==> src/rtl/ascon_keystream_xor_assert.svh <==
// assertion macros shared by the keystream xor design
// no dependencies; included by files that carry assertions
`ifndef ASCON_KEYSTREAM_XOR_ASSERT_SVH
`define ASCON_KEYSTREAM_XOR_ASSERT_SVH

// same-cycle implication under async active-low reset
`define AKX_ASSERT_NOW(label, clk, rst_n, ante, cons, msg) \
    label: assert property (@(posedge clk) disable iff (!rst_n) (ante) |-> (cons)) \
        else $error(msg);

// next-cycle implication under async active-low reset
`define AKX_ASSERT_NEXT(label, clk, rst_n, ante, cons, msg) \
    label: assert property (@(posedge clk) disable iff (!rst_n) (ante) |=> (cons)) \
        else $error(msg);

`endif

==> src/rtl/ascon_ks_pkg.sv <==
// types, constants and helper functions for the ascon keystream xor block
// no dependencies
package ascon_ks_pkg;

    typedef logic [63:0] word_t;
    typedef word_t [4:0] perm_words_t;
    typedef logic [3:0] round_idx_t;
    typedef logic [1:0] cfg_idx_t;

    localparam word_t ASCON_IV = 64'h80400c0600000000;

    localparam round_idx_t ROUND_FIRST = 4'd0;
    localparam round_idx_t ROUND_SQZ_FIRST = 4'd6;
    localparam round_idx_t ROUND_LAST = 4'd11;

    localparam cfg_idx_t REG_KEY_HIGH = 2'd0;
    localparam cfg_idx_t REG_KEY_LOW = 2'd1;
    localparam cfg_idx_t REG_NONCE_HIGH = 2'd2;
    localparam cfg_idx_t REG_NONCE_LOW = 2'd3;

    function automatic logic [7:0] round_const(input round_idx_t r);
        logic [7:0] c;
        case (r)
            4'd0:    c = 8'hf0;
            4'd1:    c = 8'he1;
            4'd2:    c = 8'hd2;
            4'd3:    c = 8'hc3;
            4'd4:    c = 8'hb4;
            4'd5:    c = 8'ha5;
            4'd6:    c = 8'h96;
            4'd7:    c = 8'h87;
            4'd8:    c = 8'h78;
            4'd9:    c = 8'h69;
            4'd10:   c = 8'h5a;
            4'd11:   c = 8'h4b;
            default: c = 8'h00;
        endcase
        return c;
    endfunction

    function automatic word_t ror64(input word_t v, input int unsigned n);
        return (v >> n) | (v << (64 - n));
    endfunction

endpackage

==> src/rtl/ascon_keystream_xor.sv <==
// top level: byte-serial ascon keystream xor with a round-per-cycle sequencer
// depends on ascon_ks_pkg, ascon_ks_round and ascon_keystream_xor_assert.svh
//
// channel | signals                          | direction | transfer when
// input   | in_valid in_ready data_byte restart | in     | in_valid & in_ready
// output  | out_valid out_ready out_byte     | out       | out_valid & out_ready
// config  | cfg_we cfg_index cfg_data        | in        | cfg_we
//
// one permutation round per cycle in a single shared round unit
// plain byte: output step only; byte that opens a new block: 6 squeeze rounds first
// restart byte: 12 init rounds, then 6 squeeze rounds
// in_ready is high only while the sequencer is idle; the output register lets
// the next transfer in while a result waits for out_ready
// reset clears state words, stream block and keys to zero
`include "ascon_keystream_xor_assert.svh"

module ascon_keystream_xor
    import ascon_ks_pkg::*;
(
    input  logic        clk,
    input  logic        rst_n,
    input  logic        in_valid,
    output logic        in_ready,
    input  logic [7:0]  data_byte,
    input  logic        restart,
    output logic        out_valid,
    input  logic        out_ready,
    output logic [7:0]  out_byte,
    input  logic        cfg_we,
    input  cfg_idx_t    cfg_index,
    input  word_t       cfg_data
);

    localparam logic [1:0] ST_IDLE = 2'd0;
    localparam logic [1:0] ST_INIT = 2'd1;
    localparam logic [1:0] ST_SQZ  = 2'd2;
    localparam logic [1:0] ST_OUT  = 2'd3;

    logic [1:0]  state_reg, state_next;
    round_idx_t  rnd_reg, rnd_next;
    logic [3:0]  pos_reg, pos_next;
    perm_words_t words_reg, words_next;
    word_t       block_reg, block_next;
    logic [7:0]  data_reg, data_next;
    logic        out_valid_reg, out_valid_next;
    logic [7:0]  out_byte_reg, out_byte_next;
    word_t       key_high_reg, key_high_next;
    word_t       key_low_reg, key_low_next;
    word_t       nonce_high_reg, nonce_high_next;
    word_t       nonce_low_reg, nonce_low_next;

    perm_words_t round_words;
    word_t       block_shifted;

    ascon_ks_round u_round
    (
        .words  (words_reg),
        .rnd    (rnd_reg),
        .result (round_words)
    );

    assign in_ready = (state_reg == ST_IDLE);
    assign out_valid = out_valid_reg;
    assign out_byte = out_byte_reg;
    assign block_shifted = block_reg << {pos_reg[2:0], 3'b000};

    always_comb
    begin
        state_next = state_reg;
        rnd_next = rnd_reg;
        pos_next = pos_reg;
        words_next = words_reg;
        block_next = block_reg;
        data_next = data_reg;
        out_valid_next = out_valid_reg;
        out_byte_next = out_byte_reg;
        key_high_next = key_high_reg;
        key_low_next = key_low_reg;
        nonce_high_next = nonce_high_reg;
        nonce_low_next = nonce_low_reg;

        if (cfg_we)
        begin
            unique case (cfg_index)
                REG_KEY_HIGH:   key_high_next = cfg_data;
                REG_KEY_LOW:    key_low_next = cfg_data;
                REG_NONCE_HIGH: nonce_high_next = cfg_data;
                REG_NONCE_LOW:  nonce_low_next = cfg_data;
                default:        key_high_next = key_high_reg;
            endcase
        end

        if (out_valid_reg && out_ready)
            out_valid_next = 1'b0;

        unique case (state_reg)
            ST_IDLE:
            begin
                if (in_valid)
                begin
                    data_next = data_byte;
                    if (restart)
                    begin
                        words_next = {nonce_low_reg, nonce_high_reg,
                                      key_low_reg, key_high_reg, ASCON_IV};
                        rnd_next = ROUND_FIRST;
                        state_next = ST_INIT;
                    end
                    else if (pos_reg[3])
                    begin
                        block_next = words_reg[0];
                        rnd_next = ROUND_SQZ_FIRST;
                        pos_next = 4'd0;
                        state_next = ST_SQZ;
                    end
                    else
                    begin
                        state_next = ST_OUT;
                    end
                end
            end
            ST_INIT:
            begin
                words_next = round_words;
                if (rnd_reg == ROUND_LAST)
                begin
                    words_next[3] = round_words[3] ^ key_high_reg;
                    words_next[4] = round_words[4] ^ key_low_reg;
                    block_next = round_words[0];
                    rnd_next = ROUND_SQZ_FIRST;
                    pos_next = 4'd0;
                    state_next = ST_SQZ;
                end
                else
                begin
                    rnd_next = rnd_reg + 4'd1;
                end
            end
            ST_SQZ:
            begin
                words_next = round_words;
                if (rnd_reg == ROUND_LAST)
                    state_next = ST_OUT;
                else
                    rnd_next = rnd_reg + 4'd1;
            end
            ST_OUT:
            begin
                if (!out_valid_reg || out_ready)
                begin
                    out_byte_next = data_reg ^ block_shifted[63:56];
                    out_valid_next = 1'b1;
                    pos_next = pos_reg + 4'd1;
                    state_next = ST_IDLE;
                end
            end
            default:
            begin
                state_next = ST_IDLE;
            end
        endcase
    end

    always_ff @(posedge clk or negedge rst_n)
    begin
        if (!rst_n)
        begin
            state_reg <= ST_IDLE;
            rnd_reg <= ROUND_FIRST;
            pos_reg <= 4'd0;
            words_reg <= '0;
            block_reg <= '0;
            out_valid_reg <= 1'b0;
            key_high_reg <= '0;
            key_low_reg <= '0;
            nonce_high_reg <= '0;
            nonce_low_reg <= '0;
        end
        else
        begin
            state_reg <= state_next;
            rnd_reg <= rnd_next;
            pos_reg <= pos_next;
            words_reg <= words_next;
            block_reg <= block_next;
            out_valid_reg <= out_valid_next;
            key_high_reg <= key_high_next;
            key_low_reg <= key_low_next;
            nonce_high_reg <= nonce_high_next;
            nonce_low_reg <= nonce_low_next;
        end
    end

    always_ff @(posedge clk)
    begin
        data_reg <= data_next;
        out_byte_reg <= out_byte_next;
    end

    // result only appears at the end of a sequencer pass
    `AKX_ASSERT_NOW(a_out_from_seq, clk, rst_n, $rose(out_valid_reg),
        $past(state_reg) == ST_OUT, "result valid without sequencer pass")
    // byte position never runs past one block
    `AKX_ASSERT_NOW(a_pos_range, clk, rst_n, 1'b1, pos_reg <= 4'd8,
        "byte position out of range")
    // an accepted transfer always starts work
    `AKX_ASSERT_NEXT(a_accept_busy, clk, rst_n, in_valid && in_ready,
        state_reg != ST_IDLE, "transfer accepted but sequencer idle")
    // squeeze rounds stay in the last half of the schedule
    `AKX_ASSERT_NOW(a_sqz_rounds, clk, rst_n, state_reg == ST_SQZ,
        (rnd_reg >= ROUND_SQZ_FIRST) && (rnd_reg <= ROUND_LAST),
        "squeeze round index out of range")

endmodule

==> src/rtl/ascon_ks_round.sv <==
// one ascon permutation round: constant addition, s-box layer, linear layer
// depends on ascon_ks_pkg
module ascon_ks_round
    import ascon_ks_pkg::*;
(
    input  perm_words_t words,
    input  round_idx_t  rnd,
    output perm_words_t result
);

    word_t t0, t1, t2, t3, t4;
    word_t b0, b1, b2, b3, b4;
    word_t c0, c1, c2, c3, c4;

    always_comb
    begin
        t0 = words[0] ^ words[4];
        t1 = words[1];
        t2 = words[2] ^ {56'd0, round_const(rnd)} ^ words[1];
        t3 = words[3];
        t4 = words[4] ^ words[3];

        b0 = t0 ^ (~t1 & t2);
        b1 = t1 ^ (~t2 & t3);
        b2 = t2 ^ (~t3 & t4);
        b3 = t3 ^ (~t4 & t0);
        b4 = t4 ^ (~t0 & t1);

        c0 = b0 ^ b4;
        c1 = b1 ^ b0;
        c2 = ~b2;
        c3 = b3 ^ b2;
        c4 = b4;

        result[0] = c0 ^ ror64(c0, 19) ^ ror64(c0, 28);
        result[1] = c1 ^ ror64(c1, 61) ^ ror64(c1, 39);
        result[2] = c2 ^ ror64(c2, 1) ^ ror64(c2, 6);
        result[3] = c3 ^ ror64(c3, 10) ^ ror64(c3, 17);
        result[4] = c4 ^ ror64(c4, 7) ^ ror64(c4, 41);
    end

endmodule

==> config.mk <==
export PLATFORM = sky130hd
export DESIGN_NAME = ascon_keystream_xor
export DESIGN_NICKNAME = d
export VERILOG_FILES = /design/src/rtl/ascon_ks_pkg.sv /design/src/rtl/ascon_keystream_xor.sv /design/src/rtl/ascon_ks_round.sv
export VERILOG_INCLUDE_DIRS = /design/src /design/src/rtl
export SDC_FILE = /design/constraint.sdc
export NUM_CORES = 2
export LEC_CHECK = 0
export BUFFER_PORTS_ARGS = -buffer_cell sky130_fd_sc_hd__buf_2
export CAP_MARGIN = 5
export CORE_ASPECT_RATIO = 1.1
export CORE_MARGIN = 2
export CORE_UTILIZATION = 40
export CTS_CLUSTER_DIAMETER = 30
export DETAILED_ROUTE_END_ITERATION = 10
export PLACE_DENSITY = 0.59
export SLEW_MARGIN = 20
export SYNTH_ARGS = -nofsm -noshare
export SYNTH_HDL_FRONTEND = slang
export SYNTH_HIERARCHICAL = 1
export SYNTH_SLANG_ARGS = --single-unit
==> constraint.sdc <==
create_clock -name clk -period 5.4 [get_ports clk]
set_input_delay 0.81 -clock clk [delete_from_list [all_inputs] [get_ports clk]]
set_output_delay 0.81 -clock clk [all_outputs]
set_load 0.02 [all_outputs]
Yosys cells after proc, flatten, opt, wreduce, memory -nomap -nowiden --
Memories as Yosys holds them, arrays and structs flattened. Index checks and enable logic that the tools add are counted.
Word-level totals: bits in registers 667, bits in latches 0, bits in writable memories 0, ROM bits 128, bits of input ports 80, output and inout bits 10, logic and storage cells 134, memories 1
Memories:
- (no name shown) | words 16, bits a word 8, rd ports 1, clocked after memory_dff 0, wr ports 0, RTL line ascon_ks_pkg.sv:23 | case (r)
Cells by class: $add $sub $neg 2, $mul 0, divide/modulo/power cells 0, magnitude comparators 0, equal/unequal tests 16, shift-type cells 1, multiplexer cells 31, bitwise gates (word level) 46, reduce and logical (&&, ||, !) cells 20
Operators by type and width (number):
- $xor A64 B64 Y64 | 23
- $pmux W320 S3 | 1
- $mux W320 | 2
- $not A64 Y64 | 6
- $and A64 B64 Y64 | 5
- $mux W64 | 4
- $mux W128 | 1
- $pmux W64 S2 | 1
- $or A23 B64 Y64 | 1
- $or A25 B64 Y64 | 1
- $or A3 B64 Y64 | 1
- $or A36 B64 Y64 | 1
- $or A45 B64 Y64 | 1
- $or A47 B64 Y64 | 1
- $or A54 B64 Y64 | 1
- $or A57 B64 Y64 | 1
- $or A58 B64 Y64 | 1
- $or A63 B64 Y64 | 1
- $shl A64 B6 Y64 | 1
- $xor A64 B8 Y64 | 1
- $mux W4 | 9
- $pmux W4 S3 | 2
- $ne A2 B2 Y1 const B | 6
- $reduce_and A2 Y1 | 6
- other kinds (21) | 38

Depth between registers and ports, before layout --
word-level depth 11, depth in mapped cells 11, gate-level depth less buffers 10

Hierarchy --
Netlist, hierarchy kept.
Modules (own cells, without submodules):
- ascon_keystream_xor | instances 1, cells each 2874, area each 31542.8 µm²
- ascon_ks_round | instances 1, cells each 1842, area each 14640.3 µm²

Least setup slack after synthesis --
Ideal clock, no wire load.
path type reg-to-reg, start point register rnd_reg[2], end point register words_reg[243] in the netlist's numbering, data arrival time 2.584 ns, path slack 2.684 ns, stages on the path, launching flop included 11, path buffers 0, period minus slack after synthesis 2.716 ns, path through dfrtp_1 a21oi_2 xor2_2 ha_1 xnor2_1 xnor2_1 xor2_1 xnor2_1 xnor2_1 a221oi_1 o21ai_0
RTL lines:
- from (decl) | RTL line ascon_keystream_xor.sv:40 | round_idx_t rnd_reg, rnd_next;
- from (signal assigned) | RTL line ascon_keystream_xor.sv:182 | rnd_reg <= rnd_next;
- to (signal assigned) | RTL line ascon_keystream_xor.sv:184 | words_reg <= words_next;
- to (decl) | RTL line ascon_keystream_xor.sv:42 | perm_words_t words_reg, words_next;

==> impl_metrics.py <==
metrics = {
    "run_status": {
        "outcome": "complete, no violations",
    },
    "routing": {
        "wl_met2_microns": 83000,
        "drc": 0,
        "viasPerCell": 5.90,
        "ant_nets": 0,
        "wl_per_cell_microns": 29.5,
        "drtPass1Iterations": 6,
        "wl_met1_microns": 76500,
        "drt-total-wl_microns": 191000,
        "vias": 38242,
        "top_layer_used": "met4",
        "wl_met3_microns": 17600,
        "drt_iter0_drc": 4219,
    },
    "grt": {
        "grt_pass1_vias": 36968,
        "overflow": 0,
        "grt_max_degree": 128,
        "antenna_found_initial": 0,
        "grt_first_pass_wirelength_microns": 274000,
        "grt.total_usage_pct": 32.1,
    },
    "yosys": {
        "ys_seq_elements": 667,
        "synth_mux_area_share_pct": 7.34,
        "synth.largest_area_cell": "dfrtp_1",
        "synth.top_cells.by_area": "dfrtp_1 (35%), xnor2_1 (19%), mux2_2 (6.7%)",
        "synth_top_family_by_area": "XOR/XNOR gates",
        "synth_cell_types": 56,
        "synth_xor_area_share_pct": 25.5,
        "avgSynthCellArea_sq_um": 9.79,
        "postSynth.asyncResetShare_pct": 97.6,
        "seq_area_frac_synth_pct": 36.3,
        "synth_compound_area_share_pct": 13.0,
        "synthCells": 4716,
        "synth-edff-count": 16,
        "ys.flop_type": "dfrtp_1",
        "synthSimpleGateAreaFrac_pct": 9.92,
        "synth_area_sq_um": 46200,
        "synth_top_area_share_pct": 35.3,
        "synthesis.nets": 4930,
        "synth_fa_ha_area_share_pct": 4.04,
        "yosysWarnings": 6,
    },
    "floorplan": {
        "io_pins": 90,
        "core_sq_um": 114000,
        "die_x_microns": 328,
        "rows": 130,
        "start_util_pct": 40.4,
        "chipHeight_microns": 360,
        "die_area_sq_um": 118000,
    },
    "sta": {
        "maxSlewHeadroom_pct": 9.83,
        "hold_viol": 0,
        "period_share_pct": 73.4,
        "setup_viol_count_final": 0,
        "rsz0062_at_grt": "no",
        "fin_skew_ns": 0.0396,
        "fmax_ghz": 0.252,
        "worst_slack_ns": 1.44,
        "tns_ns": 0,
        "post-route-min-period_ns": 3.96,
        "slew_violations": 0,
        "tightest_slew_ns": 1.34,
    },
    "finish": {
        "largest_register_ff_count": 320,
        "drive_gt1_share_pct": 19.0,
        "area_growth_pct": 19.5,
        "layout.nets": 5018,
        "layout_common_cells": "xnor2_1 (995), dfrtp_1 (649), nand2_1 (413)",
        "final_common_cell": "xnor2_1",
        "antenna_cells": 0,
    },
    "clock_tree": {
        "numCtsBuffers": 183,
        "cts.path.max_buffers": 3,
        "cts_hold_buf": 0,
        "post-cts-setup-buffers": 0,
        "cts.sinks": 667,
        "clkTransAtPathRegs_ns": 0.04,
        "htreeDepth": 4,
        "cts_resized": 0,
        "clock_latency_ns": 0.79,
        "tritoncts": "yes",
        "cts_root_buf": "clkbuf_16",
    },
    "worst_setup_path": {
        "cp_common_cell": "xnor2_1",
        "rrSetupSlack_ns": 1.44,
        "end_kind": "flop",
        "cp_cell_sequence": "xnor2_1 > ha_1 > xnor2_2 > xor2_1 > xnor2_1 > xnor2_1 > xnor2_1 > a221oi_1 > o21ai_0",
        "rr_startpoint": "rnd_reg[2]",
        "cp_top_family": "XOR/XNOR gates",
        "slowest_delay_ns": 1.05,
        "critPathBufInv": 0,
        "reg2regPathDepth": 9,
        "crit_path_top_delay_cell": "dfrtp_4",
        "worstSetupPathType": "reg -> reg",
        "worstPathMaxFanout": 78,
        "crit_required_ns": 6.05,
        "r2r-end": "words_reg[245]",
        "arrival_ns": 4.61,
        "cp-start-kind": "flop",
    },
    "run": {
        "max_cap_viol_count": 0,
    },
    "hold_path": {
        "hp-class": "in -> async",
    },
    "place": {
        "hpwlAfterDp_microns": 140000,
        "io_buffer_count": 89,
        "dpl_worst_slack_ns": 1.51,
        "gp_congestion": 1.10,
    },
}
-- per-stage QoR --
stage	cell area, sq um	hold WS [ns]	instances	util (%)
after global routing	55200	0.0270	6478	48.3
after detailed placement	48400	0.488	6137	42.3
after global placement	48400	0.482	6137	42.3
after CTS	55200	0.0158	6478	48.3
after floorplan	46200	0.474	4716	-
final	55200	0.0109	6478	48.3
-- metal layers --
metal / up-vias / GRT usage, %
met3: 558 / 8.30
met1: 19210 / 41.5
met2: 1938 / 47.7
met4: 0 / 20.0
met5: - / 0
li1: 16536 / -
-- Yosys cell counts (2+ instances only) --
master and instances:
a21o_1 4, a21oi_1 113, a21oi_2 3, a221oi_1 193
a221oi_2 71, a22o_1 4, a31oi_1 6, and2_1 3
and3b_1 2, buf_1 21, buf_2 64, buf_4 2
buf_6 12, clkbuf_1 180, dfrtp_1 651, edfxtp_1 16
ha_1 134, inv_1 153, maj3_1 19, mux2_2 276
mux2i_1 21, mux2i_2 2, mux2i_4 2, nand2_1 414
nand2b_1 4, nand3_1 63, nand3b_1 3, nand4b_1 129
nor2_1 380, nor2b_1 3, o211ai_1 2, o21ai_0 317
o22ai_1 136, xnor2_1 1004, xnor2_2 46, xor2_1 241
xor2_2 2, xor3_1 2
-- cells by family (layout without fill, tap and decap cells) --
| kind of cell | after synthesis | in the layout |
|---|---|---|
| flip-flops | 667 | 667 |
| buffers and inverters | 433 | 677 |
| AND/OR/NAND/NOR | 1009 | 1009 |
| AO/OA/AOI/OAI | 856 | 856 |
| XOR/XNOR | 1297 | 1297 |
| multiplexers | 301 | 301 |
| adder cells (fa/ha/maj) | 153 | 153 |
-- how the worst max path moves through the flow --
stage	startpoint	end	slack, ns	cells after the start
final	rnd_reg[2]	words_reg[245]	1.44	9
after global placement	rnd_reg[2]	words_reg[245]	1.64	9
after global routing	rnd_reg[2]	words_reg[245]	1.28	9
after floorplan	rnd_reg[2]	words_reg[243]	2.68	10
after CTS	rnd_reg[2]	words_reg[245]	1.48	9
after detailed placement	rnd_reg[2]	words_reg[245]	1.51	9
-- final cells by class --
class                   instances  area [sq um]
fillers                     10516         59100
well taps                    1518          1900
repair buffers                182          1370
multi-input cells            3616         27800
clock inverters               108          1650
clock buffers                 233          5130
inverters                     154           586
flip-flops and latches        667         16800
Power is not shown: default switching activity piles up to over one toggle a cycle in this logic, so the estimate is an artifact.
